--- config.mk ---
export PLATFORM = sky130hd
export DESIGN_NAME = stepper_speed_refresh_scheduler_flat
export DESIGN_NICKNAME = d
export VERILOG_FILES = /design/src/sv/ssrs_pkg.sv /design/src/sv/ssrs_if.sv /design/src/sv/ssrs_ctrl.sv /design/src/sv/ssrs_dp.sv /design/src/sv/stepper_speed_refresh_scheduler.sv /design/src/flat_wrapper.sv
export SDC_FILE = /design/constraint.sdc
export NUM_CORES = 1
export LEC_CHECK = 0
export ABC_AREA = 1
export BUFFER_PORTS_ARGS = -buffer_cell sky130_fd_sc_hd__buf_2
export CORE_MARGIN = 2
export CORE_UTILIZATION = 55
export CTS_CLUSTER_DIAMETER = 50
export DETAILED_ROUTE_END_ITERATION = 10
export HOLD_SLACK_MARGIN = 0.03
export PLACE_DENSITY = 0.72
export SYNTH_ARGS = -nofsm -noshare
export SYNTH_HDL_FRONTEND = slang
export SYNTH_SLANG_ARGS = --single-unit
export TNS_END_PERCENT = 100
--- constraint.sdc ---
create_clock -name clk -period 5.7 [get_ports clk]
set_input_delay 1.14 -clock clk [delete_from_list [all_inputs] [get_ports clk]]
set_output_delay 1.14 -clock clk [all_outputs]
set_load 0.005 [all_outputs]
--- src/sv/ssrs_pkg.sv ---
// Shared types and constants for the stepper speed refresh scheduler.
// No dependencies; imported by every module of the block.
package ssrs_pkg;

	localparam int MOTOR_COUNT_DEF = 4;
	localparam int SLOT_COUNT_DEF  = 6;
	localparam int MOTOR_SLOTS     = 4;   // storage depth of the per-motor tables
	localparam int SLOT_W          = 3;
	localparam int SPEED_W         = 13;
	localparam int RPM_W           = 14;
	localparam int ID_W            = 3;
	localparam int BYTE_IDX_W      = 3;

	localparam logic [SPEED_W-1:0] SPEED_LIMIT = 13'd5000;

	localparam logic [7:0] CMD_SPEED  = 8'hF6;
	localparam logic [7:0] FRAME_END  = 8'h6B;
	localparam logic [7:0] BCAST_ADDR = 8'h00;
	localparam logic [7:0] BCAST_ALL  = 8'hFF;
	localparam logic [7:0] CMD_SYNC   = 8'h66;
	localparam logic [7:0] NO_RAMP    = 8'h00;
	localparam logic [7:0] SYNC_FLAG  = 8'h01;

	localparam logic KIND_TICK = 1'b0;
	localparam logic KIND_SET  = 1'b1;

	// byte positions within a frame
	localparam logic [BYTE_IDX_W-1:0] POS_ID     = 3'd0;
	localparam logic [BYTE_IDX_W-1:0] POS_CMD    = 3'd1;
	localparam logic [BYTE_IDX_W-1:0] POS_DIR    = 3'd2;
	localparam logic [BYTE_IDX_W-1:0] POS_SPD_HI = 3'd3;
	localparam logic [BYTE_IDX_W-1:0] POS_SPD_LO = 3'd4;
	localparam logic [BYTE_IDX_W-1:0] POS_RAMP   = 3'd5;
	localparam logic [BYTE_IDX_W-1:0] POS_SYNC   = 3'd6;
	localparam logic [BYTE_IDX_W-1:0] POS_END    = 3'd7;
	localparam logic [BYTE_IDX_W-1:0] SYNC_LAST  = 3'd3;

	typedef enum logic [1:0] {
		ST_IDLE = 2'b01,
		ST_SEND = 2'b10
	} ssrs_state_t;

	typedef struct packed {
		logic accept;   // input channel ready
		logic start;    // begin a frame from the beat being taken
		logic load;     // load next frame byte into the output register
	} ssrs_cmd_t;

	typedef struct packed {
		logic in_valid;
		logic tick;     // beat on the input is a tick
		logic hit;      // the tick's slot emits a frame
		logic last;     // byte sequencer is on the final byte
		logic out_free; // output register can take a byte this cycle
	} ssrs_stat_t;

endpackage

--- src/sv/ssrs_if.sv ---
// Valid/ready channel interfaces for commands in and frame bytes out.
// Depends on ssrs_pkg for field widths.
interface ssrs_in_if;
	logic                                 valid;
	logic                                 ready;
	logic                                 kind;
	logic [ssrs_pkg::ID_W-1:0]            motor_id;
	logic signed [ssrs_pkg::RPM_W-1:0]    speed_rpm;

	modport source (output valid, kind, motor_id, speed_rpm, input ready);
	modport sink   (input valid, kind, motor_id, speed_rpm, output ready);
endinterface

interface ssrs_out_if;
	logic       valid;
	logic       ready;
	logic [7:0] frame_byte;
	logic       last_byte;

	modport source (output valid, frame_byte, last_byte, input ready);
	modport sink   (input valid, frame_byte, last_byte, output ready);
endinterface

--- src/sv/ssrs_ctrl.sv ---
// Controller: accepts beats when idle, sequences frame bytes while sending.
// Depends on ssrs_pkg for the state and command/status structs.
module ssrs_ctrl (
	input  logic                  clk,
	input  logic                  arst_n,
	input  ssrs_pkg::ssrs_stat_t  stat,
	output ssrs_pkg::ssrs_cmd_t   cmd
);
	import ssrs_pkg::*;

	ssrs_state_t state_q, state_d;

	always_comb begin
		state_d    = state_q;
		cmd.accept = 1'b0;
		cmd.start  = 1'b0;
		cmd.load   = 1'b0;
		unique case (state_q)
			ST_IDLE: begin
				cmd.accept = 1'b1;
				if (stat.in_valid && stat.tick && stat.hit) begin
					cmd.start = 1'b1;
					state_d   = ST_SEND;
				end
			end
			ST_SEND: begin
				cmd.load = stat.out_free;
				if (stat.out_free && stat.last)
					state_d = ST_IDLE;
			end
			default: state_d = ST_IDLE;
		endcase
	end

	always_ff @(posedge clk or negedge arst_n) begin
		if (!arst_n)
			state_q <= ST_IDLE;
		else
			state_q <= state_d;
	end

	a_no_accept_while_send: assert property (@(posedge clk) disable iff (!arst_n)
		state_q == ST_SEND |-> !cmd.accept)
		else $error("input accepted during frame");
	a_last_returns_idle: assert property (@(posedge clk) disable iff (!arst_n)
		cmd.load && stat.last |=> state_q == ST_IDLE)
		else $error("sequencer did not end after last byte");

endmodule

--- src/sv/ssrs_dp.sv ---
// Datapath: per-motor targets, pending marks, slot counter, byte mux, output register.
// Depends on ssrs_pkg and the channel interfaces in ssrs_if.
module ssrs_dp #(
	parameter int MOTOR_COUNT = ssrs_pkg::MOTOR_COUNT_DEF,
	parameter int SLOT_COUNT  = ssrs_pkg::SLOT_COUNT_DEF
) (
	input  logic                 clk,
	input  logic                 arst_n,
	ssrs_in_if.sink              cmd_ch,
	ssrs_out_if.source           frame_ch,
	input  ssrs_pkg::ssrs_cmd_t  cmd,
	output ssrs_pkg::ssrs_stat_t stat
);
	import ssrs_pkg::*;

	logic                 dir_q  [MOTOR_SLOTS];
	logic [SPEED_W-1:0]   spd_q  [MOTOR_SLOTS];
	logic [MOTOR_SLOTS-1:0] pend_q;
	logic [SLOT_W-1:0]    slot_q;

	// frame being sent
	logic                 fr_sync_q;
	logic [1:0]           fr_m_q;
	logic                 fr_dir_q;
	logic [SPEED_W-1:0]   fr_spd_q;
	logic [BYTE_IDX_W-1:0] idx_q;

	logic                 out_valid_q;
	logic [7:0]           out_byte_q;
	logic                 out_last_q;

	logic                 fire;
	logic [SLOT_W:0]      slot_inc;
	logic [SLOT_W-1:0]    slot_nx;
	logic                 nx_motor, nx_sync;
	logic                 id_ok;
	logic [1:0]           set_m;
	logic                 neg;
	logic [RPM_W-1:0]     mag;
	logic [SPEED_W-1:0]   sat;
	logic [7:0]           byte_d;
	logic                 last_d;

	assign fire     = cmd_ch.valid && cmd.accept;
	assign slot_inc = {1'b0, slot_q} + (SLOT_W+1)'(1);
	assign slot_nx  = (slot_inc == (SLOT_W+1)'(SLOT_COUNT)) ? '0 : slot_inc[SLOT_W-1:0];
	assign nx_motor = slot_nx < SLOT_W'(MOTOR_COUNT);
	assign nx_sync  = slot_nx == SLOT_W'(MOTOR_COUNT);

	assign id_ok = (cmd_ch.motor_id != '0) && (cmd_ch.motor_id <= ID_W'(MOTOR_COUNT));
	assign set_m = 2'(cmd_ch.motor_id - ID_W'(1));

	// magnitude of a negative 14-bit value fits 14 bits unsigned
	assign neg = cmd_ch.speed_rpm[RPM_W-1];
	assign mag = neg ? (RPM_W'(0) - RPM_W'(cmd_ch.speed_rpm)) : RPM_W'(cmd_ch.speed_rpm);
	assign sat = (mag > RPM_W'(SPEED_LIMIT)) ? SPEED_LIMIT : mag[SPEED_W-1:0];

	assign stat.in_valid = cmd_ch.valid;
	assign stat.tick     = cmd_ch.kind == KIND_TICK;
	assign stat.hit      = (nx_motor && pend_q[slot_nx[1:0]]) || nx_sync;
	assign stat.last     = fr_sync_q ? (idx_q == SYNC_LAST) : (idx_q == POS_END);
	assign stat.out_free = !out_valid_q || frame_ch.ready;

	always_comb begin
		byte_d = FRAME_END;
		if (fr_sync_q) begin
			unique case (idx_q)
				POS_ID:  byte_d = BCAST_ADDR;
				POS_CMD: byte_d = BCAST_ALL;
				POS_DIR: byte_d = CMD_SYNC;
				default: byte_d = FRAME_END;
			endcase
		end else begin
			unique case (idx_q)
				POS_ID:     byte_d = {6'd0, fr_m_q} + 8'd1;
				POS_CMD:    byte_d = CMD_SPEED;
				POS_DIR:    byte_d = {7'd0, fr_dir_q};
				POS_SPD_HI: byte_d = {3'd0, fr_spd_q[SPEED_W-1:8]};
				POS_SPD_LO: byte_d = fr_spd_q[7:0];
				POS_RAMP:   byte_d = NO_RAMP;
				POS_SYNC:   byte_d = SYNC_FLAG;
				default:    byte_d = FRAME_END;
			endcase
		end
	end
	assign last_d = stat.last;

	always_ff @(posedge clk or negedge arst_n) begin
		if (!arst_n) begin
			for (int i = 0; i < MOTOR_SLOTS; i++) begin
				dir_q[i] <= 1'b0;
				spd_q[i] <= '0;
			end
			pend_q <= '1;
			slot_q <= '0;
		end else if (fire) begin
			if (cmd_ch.kind == KIND_SET) begin
				if (id_ok) begin
					dir_q[set_m]  <= neg;
					spd_q[set_m]  <= sat;
					pend_q[set_m] <= 1'b1;
				end
			end else begin
				slot_q <= slot_nx;
				if (nx_motor)
					pend_q[slot_nx[1:0]] <= 1'b0;
			end
		end
	end

	// frame latch; payload needs no reset
	always_ff @(posedge clk) begin
		if (cmd.start) begin
			fr_sync_q <= nx_sync;
			fr_m_q    <= slot_nx[1:0];
			fr_dir_q  <= dir_q[slot_nx[1:0]];
			fr_spd_q  <= spd_q[slot_nx[1:0]];
		end
		if (cmd.load) begin
			out_byte_q <= byte_d;
			out_last_q <= last_d;
		end
	end

	always_ff @(posedge clk or negedge arst_n) begin
		if (!arst_n) begin
			idx_q       <= '0;
			out_valid_q <= 1'b0;
		end else begin
			if (cmd.start)
				idx_q <= '0;
			else if (cmd.load)
				idx_q <= idx_q + BYTE_IDX_W'(1);
			if (cmd.load)
				out_valid_q <= 1'b1;
			else if (frame_ch.ready)
				out_valid_q <= 1'b0;
		end
	end

	assign cmd_ch.ready        = cmd.accept;
	assign frame_ch.valid      = out_valid_q;
	assign frame_ch.frame_byte = out_byte_q;
	assign frame_ch.last_byte  = out_last_q;

	a_slot_range: assert property (@(posedge clk) disable iff (!arst_n)
		{1'b0, slot_q} < (SLOT_W+1)'(SLOT_COUNT))
		else $error("slot counter out of range");
	a_start_clears_idx: assert property (@(posedge clk) disable iff (!arst_n)
		cmd.start |=> idx_q == '0)
		else $error("byte index not cleared at frame start");
	a_served_cleared: assert property (@(posedge clk) disable iff (!arst_n)
		cmd.start && nx_motor |=> !pend_q[fr_m_q])
		else $error("served motor still pending");
	a_load_needs_room: assert property (@(posedge clk) disable iff (!arst_n)
		cmd.load |-> !out_valid_q || frame_ch.ready)
		else $error("output beat overwritten");

endmodule

--- src/sv/stepper_speed_refresh_scheduler.sv ---
// Stepper speed refresh scheduler: top level, controller plus datapath.
// A taken tick that emits a frame registers the send state and frame, then the sequencer
// loads the first byte into the output register. Throughput: such a tick holds the input
// until its frame (8 bytes for speed, 4 for sync) is loaded by the one-byte-per-cycle
// sequencer, which waits while the output register is full; other beats do not hold it.
// Reset: all motors pending, targets and slot zero, output empty; input accepted at once.
module stepper_speed_refresh_scheduler #(
	parameter int MOTOR_COUNT = ssrs_pkg::MOTOR_COUNT_DEF,
	parameter int SLOT_COUNT  = ssrs_pkg::SLOT_COUNT_DEF
) (
	input  logic        clk,
	input  logic        arst_n,
	ssrs_in_if.sink     cmd_ch,
	ssrs_out_if.source  frame_ch
);
	import ssrs_pkg::*;

	ssrs_cmd_t  cmd;
	ssrs_stat_t stat;

	ssrs_ctrl u_ctrl (
		.clk    (clk),
		.arst_n (arst_n),
		.stat   (stat),
		.cmd    (cmd)
	);

	ssrs_dp #(
		.MOTOR_COUNT (MOTOR_COUNT),
		.SLOT_COUNT  (SLOT_COUNT)
	) u_dp (
		.clk      (clk),
		.arst_n   (arst_n),
		.cmd_ch   (cmd_ch),
		.frame_ch (frame_ch),
		.cmd      (cmd),
		.stat     (stat)
	);

endmodule

--- src/flat_wrapper.sv ---
// flat-port wrapper written by rule: the top's interface ports become plain ports
module stepper_speed_refresh_scheduler_flat import ssrs_pkg::*;
#(
	parameter int MOTOR_COUNT = ssrs_pkg::MOTOR_COUNT_DEF,
	parameter int SLOT_COUNT  = ssrs_pkg::SLOT_COUNT_DEF
)
  (clk, arst_n, cmd_ch_valid, cmd_ch_kind, cmd_ch_motor_id, cmd_ch_speed_rpm, cmd_ch_ready, frame_ch_valid, frame_ch_frame_byte, frame_ch_last_byte, frame_ch_ready);
  ssrs_in_if cmd_ch_i ();
  ssrs_out_if frame_ch_i ();
  input  logic clk;
  input  logic arst_n;
  input wire logic [$bits(cmd_ch_i.valid)-1:0] cmd_ch_valid;
  input wire logic [$bits(cmd_ch_i.kind)-1:0] cmd_ch_kind;
  input wire logic [$bits(cmd_ch_i.motor_id)-1:0] cmd_ch_motor_id;
  input wire logic [$bits(cmd_ch_i.speed_rpm)-1:0] cmd_ch_speed_rpm;
  output wire logic [$bits(cmd_ch_i.ready)-1:0] cmd_ch_ready;
  output wire logic [$bits(frame_ch_i.valid)-1:0] frame_ch_valid;
  output wire logic [$bits(frame_ch_i.frame_byte)-1:0] frame_ch_frame_byte;
  output wire logic [$bits(frame_ch_i.last_byte)-1:0] frame_ch_last_byte;
  input wire logic [$bits(frame_ch_i.ready)-1:0] frame_ch_ready;
  assign cmd_ch_i.valid = cmd_ch_valid;
  assign cmd_ch_i.kind = cmd_ch_kind;
  assign cmd_ch_i.motor_id = cmd_ch_motor_id;
  assign cmd_ch_i.speed_rpm = cmd_ch_speed_rpm;
  assign cmd_ch_ready = cmd_ch_i.ready;
  assign frame_ch_valid = frame_ch_i.valid;
  assign frame_ch_frame_byte = frame_ch_i.frame_byte;
  assign frame_ch_last_byte = frame_ch_i.last_byte;
  assign frame_ch_i.ready = frame_ch_ready;
  stepper_speed_refresh_scheduler #(.MOTOR_COUNT(MOTOR_COUNT), .SLOT_COUNT(SLOT_COUNT)) u_core (.clk(clk), .arst_n(arst_n), .cmd_ch(cmd_ch_i), .frame_ch(frame_ch_i));
endmodule
==> run summary <==
TritonCTS clock tree -> yes
Post_cts resized -> 0
Status -> complete, no violations
Via count -> 4057
Total CTS buffers -> 9
Post-layout min period -> 3.89 ns
Worst Setup Start Kind -> register
Endpoint, Worst Hold -> u_core.u_dp.spd_q[44]
Yosys cell types -> 37
Yosys reg bits -> 95
Largest net degree at the start of global routing -> 70
Combined area of the multi-input logic cells -> 0.00217 mm2
Leakage Power -> 2.76 nW
Hpwl dp -> 7590 um
PortBufs -> 32
Critical path class -> register to register
CP required -> 5.69 ns
Cell chain of the critical path -> buf_4, inv_1, ha_1, nand2_1, inv_1, nor2_1, nand3_1, nand2_1, nand2_1, inv_1
WP data arrival -> 3.88 ns
Bufs and invs on worst path -> 4
Least-Margin Pin Slew -> 0.882 ns
Area grow syn2layout -> 9.17%
First-pass GRT wire length -> 18500 um
Final core occ -> 62.4%
I/O pins -> 33
CP max FO -> 32
Clock Latency Late Sink -> 0.35 ns
Most frequent cells in the layout -> nand2_1, dfrtp_1, inv_1
Placer congestion estimate -> 0.812
Global Route Usage Sum -> 23.4%
Fillers -> 780
Setup bufs post-CTS -> 0
MaxCap Viol Count -> 0
Cells after Synth -> 609
Routed len/inst -> 14.3 um
Layout cells sized above 1 -> 13.1%
Clock Sinks -> 95
Warning count from the yosys run -> 0
Sequential Area -> 0.00251 mm2
Drt drc -> 0
Hold Startpoint -> u_core.u_dp.spd_q[44]
Initial Util -> 57.1%
RSZ-0062 raised after global routing -> false
Post-Syn Nets -> 644
Max rail drop VDD -> 0.000159 V
TNS Setup -> 0 ns
GRT overflow -> 0
Slew HR -> 41.0%
Worst r2r dst -> u_core.u_dp.fr_spd_q[3]
Clock-pin transition on the worst setup and hold timing paths -> 0.09 ns
First-pass DRT Iterations -> 5
Core area -> 0.00876 mm2
Hold_buf cts -> 0
Final WL -> 10600 um
Bufs on Longest Clock Path -> 2
Period utilization -> 68.3%
1st-iter DRT viols -> 230
H-Tree Depth -> 3
Avg Cell Area, Syn -> 8.22 um2
CP endpoint kind -> register
Final slew viol count -> 0
CP peak stage delay -> 0.66 ns
Vias in the first global route -> 3943
Row count -> 34
Most common cell after layout, fill and taps aside -> nand2_1
Root buf cell -> clkbuf_8
FF-to-FF path depth -> 10
Post-Syn Area -> 0.00500 mm2
Antenna viol nets, final -> 0
Final setup viols -> 0
FF-to-FF Start -> u_core.u_dp.slot_q[0]
Worst R2R Setup Slack -> 1.81 ns
Post-Route Skew -> 0.00994 ns
Die width -> 99.4 um
Post-synthesis sequential area ratio -> 50.2%
Die ar. -> 0.00988 mm2
Hold Fails Final Rpt -> 0
Number of vias per cell -> 5.43
# diodes -> 0
Die outline height -> 99.4 um
Top Family by Delay on Critical Path -> buffers and inverters
Fmax -> 0.257 GHz
Initial antenna violation count -> 0
Hold Crit Depth -> 2
Crit path max-delay cell type -> dfrtp_1
Power per cell area -> 487 mW/mm2
Hold Crit Class -> register to register
Nets@finish -> 669
==> worst min-delay path, delay by kind of cell (launching register included) <==
kind / cells / cell delay (ns)
flip-flops: 1 / 0.35
AND/OR/NAND/NOR: 2 / 0.11
==> metal layers <==
layer | vias up | wire length (um) | share of wire (%) | track usage (%)
li1 | 2025 | - | - | -
met1 | 1901 | 4880 | 46 | 31.5
met2 | 116 | 5200 | 49 | 39.0
met3 | 15 | 395 | 3.7 | 2.46
met4 | 0 | 174 | 1.6 | 9.59
met5 | - | 0 | 0 | 0
==> state kept, by name (all words and copies together) (netlist names) <==
signal and flops:
u_core.u_dp.fr_dir_q 1, u_core.u_dp.frame_ch.valid 1, u_core.u_dp.fr_m_q 2, u_core.u_dp.pend_q 4, u_core.u_dp.fr_sync_q 1, u_core.u_dp.fr_spd_q 13, u_core.u_dp.slot_q 3, u_core.u_dp.dir_q 4
u_core.u_dp.idx_q 3, u_core.u_dp.frame_ch.last_byte 1, u_core.u_dp.frame_ch.frame_byte 8, u_core.u_ctrl.state_q 2, u_core.u_dp.spd_q 52
==> Yosys cell counts (all sizes together) <==
| cell | number | area [um2] |
|---|---|---|
| dfrtp | 64 | 1600 |
| nand2 | 216 | 823 |
| dfstp | 5 | 131 |
| ha | 13 | 163 |
| o21ai | 41 | 205 |
| nand3b | 1 | 7.51 |
| mux2i | 13 | 130 |
| a2111oi | 1 | 8.76 |
| edfxtp | 26 | 781 |
| nand3 | 54 | 280 |
| nor4 | 1 | 6.26 |
| nand4 | 1 | 6.26 |
| a21oi | 7 | 35.0 |
| a22o | 2 | 17.5 |
| o22ai | 1 | 6.26 |
| nor3b | 1 | 12.5 |
| nor3 | 3 | 25.0 |
| a221oi | 2 | 17.5 |
| or2 | 15 | 93.8 |
| xnor2 | 1 | 8.76 |
| o211ai | 16 | 120 |
| buf | 10 | 66.3 |
| xor2 | 3 | 26.3 |
| nor2 | 41 | 156 |
| inv | 57 | 214 |
| clkbuf | 12 | 45.0 |
| o31ai | 1 | 7.51 |
| a311oi | 1 | 8.76 |
==> cell families after synthesis <==
kind of cell / share of synthesized area, %
AND/OR/NAND/NOR: 28.2
flip-flops: 50.2
buffers and inverters: 6.50
AO/OA/AOI/OAI: 8.53
multiplexers: 2.60
adder cells (fa/ha/maj): 3.25
XOR/XNOR: 0.700
==> area by class of cell <==
cell class | count | share of cell area [%]
tap | 108 | 2.47
inverter | 57 | 3.92
clock buffer | 10 | 2.34
sequential | 95 | 46.0
multi-input combinational | 435 | 39.6
timing repair buffer | 36 | 3.48
clock inverter | 6 | 2.15
==> worst max path at each step <==
stage,cells past startpoint,start,to,slack [ns]
after detailed placement,10,u_core.u_dp.slot_q[0],u_core.u_dp.fr_spd_q[12],1.84
after global placement,10,u_core.u_dp.slot_q[0],u_core.u_dp.fr_spd_q[12],2.03
final,10,u_core.u_dp.slot_q[0],u_core.u_dp.fr_spd_q[3],1.81
after CTS,10,u_core.u_dp.slot_q[0],u_core.u_dp.fr_spd_q[3],1.79
after floorplan,16,cmd_ch_speed_rpm[1],u_core.u_dp.spd_q[14],2.99
after global routing,10,u_core.u_dp.slot_q[0],u_core.u_dp.fr_spd_q[3],1.44
==> per-stage QoR <==
step | instances | cell area [um2] | setup slack, ns | hold WS (ns) | power, mW
after floorplan | 609 | 5000 | 2.99 | 0.442 | 1.87
after global placement | 731 | 5220 | 2.03 | 0.455 | 2.09
after CTS | 747 | 5460 | 1.79 | 0.480 | 2.66
after global routing | 747 | 5460 | 1.44 | 0.503 | 2.86
after detailed placement | 731 | 5220 | 1.84 | 0.458 | 2.12
final | 747 | 5460 | 1.81 | 0.482 | 2.66
==> report_power, final <==
part | leakage (nW) | internal (mW) | switching [mW]
Clock | 0.119 | 0.295 | 0.237
Combinational | 1.53 | 0.348 | 0.594
Sequential | 1.12 | 1.03 | 0.157
Power figures use the tool's default switching activity.
